===== src/hw/rtl/lprd_pkg.sv =====
// ----------------------------------------------------------------------------
// lprd_pkg: shared types and constants of the led pwm row driver
// Item codes, the queued item record, back-end states and the decay rule.
// ----------------------------------------------------------------------------
package lprd_pkg;

   // command codes as they arrive on the request port
   typedef enum logic [1:0] {
      CMD_WRITE   = 2'd0,
      CMD_ADVANCE = 2'd1,
      CMD_FRAME   = 2'd2
   } cmd_type;

   // back-end sequencer states
   typedef enum logic {
      ST_IDLE  = 1'b0,
      ST_FRAME = 1'b1
   } state_type;

   localparam int unsigned ROW_W         = 32;
   localparam logic [5:0]  PWM_TOP_RESET = 6'd31;

   // classified item as it sits in the queue
   typedef struct packed {
      cmd_type    command;
      logic [4:0] led_index;
      logic [7:0] level;
      logic [4:0] shift_end;   // already saturated to the last led
   } item_type;

   // queue head as seen by the back end
   typedef struct packed {
      logic     valid;
      item_type item;
   } head_type;

   // decayed level of led 0: n > 2 ? n - n/4 - 2 : 0
   function automatic logic [7:0] decay_level(input logic [7:0] n);
      logic [7:0] r;
      r = 8'd0;
      if (n > 8'd2) begin
         r = n - {2'b00, n[7:2]} - 8'd2;
      end
      return r;
   endfunction

endpackage


===== src/hw/rtl/lprd_front.sv =====
// ----------------------------------------------------------------------------
// lprd_front: request intake and item queue
// Accepts items, drops the ones with no effect, saturates the shift end and
// keeps up to two items for the back end.
// ----------------------------------------------------------------------------
module lprd_front #(
   parameter int unsigned LED_COUNT = 32
) (
   input  logic                clock,
   input  logic                reset,
   input  logic                start,
   output logic                busy,
   input  logic [1:0]          req_command,
   input  logic [4:0]          req_led_index,
   input  logic [7:0]          req_level,
   input  logic [4:0]          req_shift_end,
   output lprd_pkg::head_type  head,
   input  logic                pop
);

   lprd_pkg::item_type queue_ff [2];
   logic [1:0]         count_ff, count_in;
   logic               rd_ptr_ff, rd_ptr_in;
   logic               wr_ptr_ff, wr_ptr_in;
   logic               accept;
   logic               keep;
   lprd_pkg::item_type incoming;

   assign busy   = (count_ff == 2'd2);
   assign accept = start && !busy;

   // classify the request
   always_comb begin
      incoming.command   = lprd_pkg::CMD_WRITE;
      incoming.led_index = req_led_index;
      incoming.level     = req_level;
      incoming.shift_end = req_shift_end;
      keep               = 1'b0;
      if (32'(req_shift_end) > LED_COUNT - 1) begin
         incoming.shift_end = 5'(LED_COUNT - 1);
      end
      unique case (req_command)
         lprd_pkg::CMD_WRITE: begin
            incoming.command = lprd_pkg::CMD_WRITE;
            keep             = (32'(req_led_index) < LED_COUNT);
         end
         lprd_pkg::CMD_ADVANCE: begin
            incoming.command = lprd_pkg::CMD_ADVANCE;
            keep             = 1'b1;
         end
         lprd_pkg::CMD_FRAME: begin
            incoming.command = lprd_pkg::CMD_FRAME;
            keep             = 1'b1;
         end
         default: begin
            keep = 1'b0;
         end
      endcase
   end

   // queue pointers and fill level
   always_comb begin
      count_in  = count_ff;
      rd_ptr_in = rd_ptr_ff;
      wr_ptr_in = wr_ptr_ff;
      if (accept && keep) begin
         wr_ptr_in = !wr_ptr_ff;
      end
      if (pop) begin
         rd_ptr_in = !rd_ptr_ff;
      end
      if ((accept && keep) && !pop) begin
         count_in = count_ff + 2'd1;
      end else if (!(accept && keep) && pop) begin
         count_in = count_ff - 2'd1;
      end
   end

   always_ff @(posedge clock) begin
      if (reset) begin
         count_ff  <= 2'd0;
         rd_ptr_ff <= 1'b0;
         wr_ptr_ff <= 1'b0;
      end else begin
         count_ff  <= count_in;
         rd_ptr_ff <= rd_ptr_in;
         wr_ptr_ff <= wr_ptr_in;
      end
   end

   // queue storage
   always_ff @(posedge clock) begin
      if (accept && keep) begin
         queue_ff[wr_ptr_ff] <= incoming;
      end
   end

   assign head.valid = (count_ff != 2'd0);
   assign head.item  = queue_ff[rd_ptr_ff];

endmodule


===== src/hw/rtl/lprd_back.sv =====
// ----------------------------------------------------------------------------
// lprd_back: level store and row sequencer
// Applies writes and advance shifts to the led levels and emits the compare
// rows of a frame, one per cycle.
// ----------------------------------------------------------------------------
module lprd_back #(
   parameter int unsigned LED_COUNT = 32
) (
   input  logic                clock,
   input  logic                reset,
   input  logic [5:0]          pwm_top,
   input  lprd_pkg::head_type  head,
   output logic                pop,
   output logic                rsp_valid,
   output logic [31:0]         rsp_row_bits,
   output logic                rsp_last_row
);

   localparam int unsigned MASK_N = (LED_COUNT < lprd_pkg::ROW_W) ? LED_COUNT : lprd_pkg::ROW_W;

   lprd_pkg::state_type state_ff, state_in;
   logic [5:0]          row_ff, row_in;
   logic [7:0]          levels_ff [LED_COUNT];
   logic [7:0]          levels_in [LED_COUNT];
   logic                out_valid_ff, out_valid_in;
   logic [31:0]         out_bits_ff, out_bits_in;
   logic                out_last_ff, out_last_in;
   logic [31:0]         mask;
   logic                last;
   logic                do_write;
   logic                do_advance;
   logic                end_is_last;

   // compare row for the current row counter
   always_comb begin
      mask = 32'd0;
      for (int i = 0; i < MASK_N; i++) begin
         mask[i] = (levels_ff[i] > {2'b00, row_ff});
      end
   end

   assign last = ((row_ff + 6'd1) == pwm_top);

   // sequencer: next state and outputs
   always_comb begin
      state_in     = state_ff;
      row_in       = row_ff;
      pop          = 1'b0;
      do_write     = 1'b0;
      do_advance   = 1'b0;
      out_valid_in = 1'b0;
      out_bits_in  = mask;
      out_last_in  = last;
      unique case (state_ff)
         lprd_pkg::ST_IDLE: begin
            if (head.valid) begin
               pop = 1'b1;
               unique case (head.item.command)
                  lprd_pkg::CMD_WRITE:   do_write   = 1'b1;
                  lprd_pkg::CMD_ADVANCE: do_advance = 1'b1;
                  lprd_pkg::CMD_FRAME: begin
                     row_in = 6'd0;
                     if (pwm_top != 6'd0) begin
                        state_in = lprd_pkg::ST_FRAME;
                     end
                  end
                  default: ;
               endcase
            end
         end
         lprd_pkg::ST_FRAME: begin
            out_valid_in = 1'b1;
            row_in       = row_ff + 6'd1;
            if (last) begin
               row_in   = 6'd0;
               state_in = lprd_pkg::ST_IDLE;
            end
         end
         default: begin
            state_in = lprd_pkg::ST_IDLE;
         end
      endcase
   end

   // per-led update for write and advance
   assign end_is_last = (32'(head.item.shift_end) == LED_COUNT - 1);

   always_comb begin
      for (int i = 0; i < LED_COUNT; i++) begin
         levels_in[i] = levels_ff[i];
         if (do_write && (32'(head.item.led_index) == 32'(i))) begin
            levels_in[i] = head.item.level;
         end
         if (do_advance) begin
            if (i == 0) begin
               levels_in[i] = lprd_pkg::decay_level(levels_ff[0]);
            end else if (32'(i) <= 32'(head.item.shift_end)) begin
               levels_in[i] = levels_ff[i-1];
               if ((i == LED_COUNT - 1) && end_is_last) begin
                  levels_in[i] = levels_ff[i-1] + {1'b0, levels_ff[i][7:1]};
               end
            end
         end
      end
   end

   always_ff @(posedge clock) begin
      if (reset) begin
         state_ff     <= lprd_pkg::ST_IDLE;
         row_ff       <= 6'd0;
         out_valid_ff <= 1'b0;
         for (int i = 0; i < LED_COUNT; i++) begin
            levels_ff[i] <= 8'd0;
         end
      end else begin
         state_ff     <= state_in;
         row_ff       <= row_in;
         out_valid_ff <= out_valid_in;
         for (int i = 0; i < LED_COUNT; i++) begin
            levels_ff[i] <= levels_in[i];
         end
      end
   end

   // result register
   always_ff @(posedge clock) begin
      out_bits_ff <= out_bits_in;
      out_last_ff <= out_last_in;
   end

   assign rsp_valid    = out_valid_ff;
   assign rsp_row_bits = out_bits_ff;
   assign rsp_last_row = out_valid_ff && out_last_ff;

endmodule


===== src/hw/rtl/led_pwm_rows_with_decay_shift.sv =====
// ----------------------------------------------------------------------------
// led_pwm_rows_with_decay_shift: pwm row generator with a decaying led chain
// Write and advance change the levels as the item leaves the queue; a frame
// emits pwm_top rows, one per cycle, after the state and result registers.
// Throughput: one item per cycle into a two-entry queue while busy is low; the
// back end drains writes and advances at one per cycle, none during a frame.
// Synchronous reset clears all levels to zero, empties the queue and sets
// pwm_top to 31. Results are strobed for one cycle; the receiver cannot stall.
// ----------------------------------------------------------------------------
module led_pwm_rows_with_decay_shift #(
   parameter int unsigned LED_COUNT = 32
) (
   input  logic        clock,
   input  logic        reset,
   input  logic        start,
   output logic        busy,
   input  logic [1:0]  req_command,
   input  logic [4:0]  req_led_index,
   input  logic [7:0]  req_level,
   input  logic [4:0]  req_shift_end,
   input  logic        csr_write_enable,
   input  logic [5:0]  csr_write_data,
   output logic        rsp_valid,
   output logic [31:0] rsp_row_bits,
   output logic        rsp_last_row
);

   logic [5:0]         pwm_top_ff;
   lprd_pkg::head_type head;
   logic               pop;

   // pwm row count register
   always_ff @(posedge clock) begin
      if (reset) begin
         pwm_top_ff <= lprd_pkg::PWM_TOP_RESET;
      end else if (csr_write_enable) begin
         pwm_top_ff <= csr_write_data;
      end
   end

   lprd_front #(
      .LED_COUNT (LED_COUNT)
   ) u_front (
      .clock         (clock),
      .reset         (reset),
      .start         (start),
      .busy          (busy),
      .req_command   (req_command),
      .req_led_index (req_led_index),
      .req_level     (req_level),
      .req_shift_end (req_shift_end),
      .head          (head),
      .pop           (pop)
   );

   lprd_back #(
      .LED_COUNT (LED_COUNT)
   ) u_back (
      .clock        (clock),
      .reset        (reset),
      .pwm_top      (pwm_top_ff),
      .head         (head),
      .pop          (pop),
      .rsp_valid    (rsp_valid),
      .rsp_row_bits (rsp_row_bits),
      .rsp_last_row (rsp_last_row)
   );

   // rows of a frame come back to back until the last one
   assert property (@(posedge clock) disable iff (reset)
      rsp_valid && !rsp_last_row |=> rsp_valid)
      else $error("frame rows not contiguous");

   // a frame ends with a gap before any further row
   assert property (@(posedge clock) disable iff (reset)
      rsp_valid && rsp_last_row |=> !rsp_valid)
      else $error("row emitted right after the last row");

   // nothing comes out in the cycle after reset
   assert property (@(posedge clock) reset |=> !rsp_valid)
      else $error("result strobe right after reset");

   // the queue never pops while empty
   assert property (@(posedge clock) disable iff (reset) pop |-> head.valid)
      else $error("pop from empty queue");

endmodule

===== config.mk =====
export PLATFORM = sky130hd
export DESIGN_NAME = led_pwm_rows_with_decay_shift
export DESIGN_NICKNAME = d
export VERILOG_FILES = /design/src/hw/rtl/lprd_pkg.sv /design/src/hw/rtl/lprd_front.sv /design/src/hw/rtl/lprd_back.sv /design/src/hw/rtl/led_pwm_rows_with_decay_shift.sv
export SDC_FILE = /design/constraint.sdc
export NUM_CORES = 1
export LEC_CHECK = 0
export BUFFER_PORTS_ARGS = -buffer_cell sky130_fd_sc_hd__buf_4
export CAP_MARGIN = 20
export CORE_MARGIN = 2
export CORE_UTILIZATION = 35
export DETAILED_ROUTE_END_ITERATION = 7
export GPL_ROUTABILITY_DRIVEN = 0
export PLACE_DENSITY = 0.59
export SETUP_SLACK_MARGIN = 0.1
export SYNTH_ARGS = -nofsm -noshare
export SYNTH_HDL_FRONTEND = slang
export SYNTH_HIERARCHICAL = 1
export SYNTH_SLANG_ARGS = --single-unit

===== constraint.sdc =====
create_clock -name clock -period 3.7 [get_ports clock]
set_input_delay 0.555 -clock clock [delete_from_list [all_inputs] [get_ports clock]]
set_output_delay 0.555 -clock clock [all_outputs]
set_load 0.02 [all_outputs]

==> flow_summary.toml <==
[die]
die_width_um = 244
floorplan.rows = 88
boundaryPins = 65
start_util = 0.353
design.core.area_sq_um = 57400
die_height_um = 244
fp.dieArea_sq_um = 59700

[critical_path]
worstSetupPathType = "reg2reg"
worst_r2r_path_depth = 7
worstPathMaxFanout = 18
timing.critical_path.required_ns = 4.17
worst-endpoint-arrival_ns = 3.79
start_kind = "register"
critical_path.endpoint_type = "register"

[timing]
clock_skew_ns = 0.0188
rsz0062_at_grt = "no"
max_slew.worst_pin.slew_ns = 1.09
timing.slew.headroom = 0.265
finalCriticalPeriod_ns = 3.32
finalHoldViolCount = 0
setup-tns-final_ns = 0
slew_viol_final = 0
fin_crit_sh = 0.897
setup-violations-final = 0
highest_clock_rate_mhz = 301

[synthesis]
synth.ff_latch_count = 348
synthArstFlopShare = 0
synth_cell_types = 66
syn_nets = 2456
ys.flop_type = "sky130_fd_sc_hd__dfxtp_1"
synth_edf_count = 40
syn_area_per_cell_sq_um = 9.15
synth_sequential_area_ratio = 0.364
synth_area_leader_cell = "sky130_fd_sc_hd__dfxtp_1"
synth_area_leaders = "sky130_fd_sc_hd__dfxtp_1 (30%), sky130_fd_sc_hd__ha_1 (13%), sky130_fd_sc_hd__mux2i_1 (9.5%)"
synth_top_cell_area_share = 0.305
syn-instance-count = 2211
ys.warnings.count = 6
syn_area_sq_um = 20200

[cells_and_area]
final_layout_size_suffix_gt1_frac = 0.118
layout_common_cells = "sky130_fd_sc_hd__nor2_1 (339), sky130_fd_sc_hd__dfxtp_1 (307), sky130_fd_sc_hd__ha_1 (213)"
layoutNonFillerInstCount = 3045
finalNetCount = 2493
insertedDiodeCount = 0
final_common_cell = "sky130_fd_sc_hd__nor2_1"
area_growth_pct = 13.3
finish.instance_area_sq_um = 22900

[flow_run]
drv_cap = 0

[drt]
detailedRoute.firstPassIterationCount = 5
via_count = 16845
detail-route-antenna-nets = 0
wl_per_cell_um = 19.8
route.detailed.vias_per_inst = 5.53
route.detailed.drc = 0
finalWirelength_mm = 60.1
drt_first_iter_violations = 1057

[placement]
port-buffer-count = 64
detailed_place_hpwl_mm = 39.8
dpl.cell_count = 2970
post_dp_cell_area_sq_um = 21600

[global_routing]
initial_antenna_violation_count = 0
grt_max_degree = 145
global_route_wire_length_before_repair_mm = 95.2
globalRouteTotalUtil = 0.200
grt_pass1_vias = 17112
globalRoute.totalOverflow = 0

[power]
post-layout-total-power_mw = 14.2
cellLeakagePower_nw = 9.21
powerDensity_nw_per_um2 = 621
power.ir.vdd_worst_mv = 0.376

[cts]
ctsHoldBuffers = 0
cts_buffers = 41
ctsRootBufferMaster = "sky130_fd_sc_hd__clkbuf_16"
post_cts_resized = 0
tritoncts = "yes"
postCtsSetupRepairBufs = 0
worst_skew_pair.late_latency_ns = 0.57
cts_num_sinks = 348
cts_max_level = 2
clk_transition_reported_paths_ns = 0.06
clk_path_buf_depth = 3

[status]
run_status = "finished, final reports clean"

[min_path]
hp-start = "req_level[7]"
timing.hold.worst.class = "in2reg"
min_path_cells = 1
flip-flops by register name (all words and copies together) (netlist names), named ones only:
name                 cells
u_front/queue_ff        40
u_front/count_ff         2
pwm_top_ff               6
u_front/wr_ptr_ff        1
u_back/rsp_row_bits     32
u_back/levels_ff       256
u_front/rd_ptr_ff        1
u_back/rsp_valid         1
u_back/state_ff          1
u_back/row_ff            6
u_back/out_last_ff       1
logic make-up (layout without fill, tap and decap cells):
| kind of cell | after synthesis | in the layout | share of synthesized area |
|---|---|---|---|
| simple gates | 740 | 740 | 0.181 |
| compound gates | 490 | 490 | 0.169 |
| flops | 348 | 348 | 0.364 |
| fa+ha+maj | 215 | 215 | 0.134 |
| mux | 214 | 214 | 0.107 |
| buf+inv | 185 | 254 | 0.0363 |
| xor+xnor | 19 | 19 | 0.00823 |
through the flow:
| step | hold slack, ns | utilization | setup slack (ns) |
|---|---|---|---|
| after floorplan | 0.427 | - | 0.884 |
| final | 0.162 | 0.400 | 0.381 |
| after detailed placement | 0.489 | 0.376 | 0.418 |
| after CTS | 0.135 | 0.400 | 0.392 |
| after global placement | 0.477 | 0.376 | 0.496 |
| after global routing | 0.140 | 0.400 | 0.128 |
worst max-delay path: stages (launching register included):
cell	delay [ns]
sky130_fd_sc_hd__dfxtp_1	0.63
sky130_fd_sc_hd__buf_4	0.27
sky130_fd_sc_hd__mux2_2	0.63
sky130_fd_sc_hd__nand2_1	0.22
sky130_fd_sc_hd__nor2_2	0.42
sky130_fd_sc_hd__nand3_1	0.51
sky130_fd_sc_hd__mux2i_1	0.24
sky130_fd_sc_hd__a211oi_1	0.27
area by class of cell:
type                            instances  area [sq um]
Inverter                               65           244
Fill cell                            5674         34400
Tap cell                              765           957
Timing Repair Buffer                  114           871
Clock inverter                         21           209
Clock buffer                           54          1140
Multi-Input combinational cell       1678         12100
Sequential cell                       348          7370
synthesized netlist by cell type (2+ instances only):
cell and count:
sky130_fd_sc_hd__a211oi_2 32, sky130_fd_sc_hd__buf_2 7, sky130_fd_sc_hd__dfxtp_1 308, sky130_fd_sc_hd__o21bai_1 2
sky130_fd_sc_hd__and2b_1 2, sky130_fd_sc_hd__nor4_4 10, sky130_fd_sc_hd__nand4_1 7, sky130_fd_sc_hd__inv_1 65
sky130_fd_sc_hd__fa_1 2, sky130_fd_sc_hd__mux2i_1 192, sky130_fd_sc_hd__o311ai_0 2, sky130_fd_sc_hd__xor2_1 9
sky130_fd_sc_hd__edfxtp_1 40, sky130_fd_sc_hd__or2_2 4, sky130_fd_sc_hd__a211o_1 6, sky130_fd_sc_hd__xnor2_1 10
sky130_fd_sc_hd__nor2_1 340, sky130_fd_sc_hd__nor3_1 6, sky130_fd_sc_hd__a211oi_1 129, sky130_fd_sc_hd__o21ai_0 80
sky130_fd_sc_hd__a311oi_1 56, sky130_fd_sc_hd__clkbuf_1 110, sky130_fd_sc_hd__mux2_2 21, sky130_fd_sc_hd__nand2b_1 37
sky130_fd_sc_hd__o31ai_1 4, sky130_fd_sc_hd__nand3_1 96, sky130_fd_sc_hd__nand2_1 125, sky130_fd_sc_hd__and4_1 31
sky130_fd_sc_hd__or3_1 3, sky130_fd_sc_hd__o211ai_1 3, sky130_fd_sc_hd__nor2_2 3, sky130_fd_sc_hd__nor2_4 5
sky130_fd_sc_hd__nor2b_1 42, sky130_fd_sc_hd__and3_1 3, sky130_fd_sc_hd__o21ai_1 12, sky130_fd_sc_hd__buf_6 2
sky130_fd_sc_hd__ha_1 213, sky130_fd_sc_hd__or4_1 3, sky130_fd_sc_hd__a21oi_1 111, sky130_fd_sc_hd__a21o_1 7
sky130_fd_sc_hd__a22oi_1 3, sky130_fd_sc_hd__nor2b_2 5, sky130_fd_sc_hd__o21a_1 35, sky130_fd_sc_hd__and2_1 6
where the power goes:
group	leakage [nW]	switching, mW	internal, mW
registers	2.87	0.490	4.44
clock network	0.672	1.67	2.44
logic	5.67	3.12	2.06
total	9.21	5.29	8.94
routing by layer:
metal  routed length, um  GRT usage  vias to the layer above
met4                1710     0.0692                        0
met3                2540     0.0286                      122
met2               28800      0.343                      372
li1                    -          -                     8124
met1               27100      0.257                     8227
met5                   0          0                        -
worst paths after layout:
| kind | end | slack (ns) |
|---|---|---|
| setup / recovery | u_back/levels_ff[1][58] | 0.38 |
| hold / removal | u_front/queue_ff[1][12] | 0.16 |
| setup reg to reg | u_back/levels_ff[1][58] | 0.38 |
| hold reg to reg | u_back/rsp_row_bits[6] | 0.50 |
Note: power is estimated with default switching activity, not from simulation.
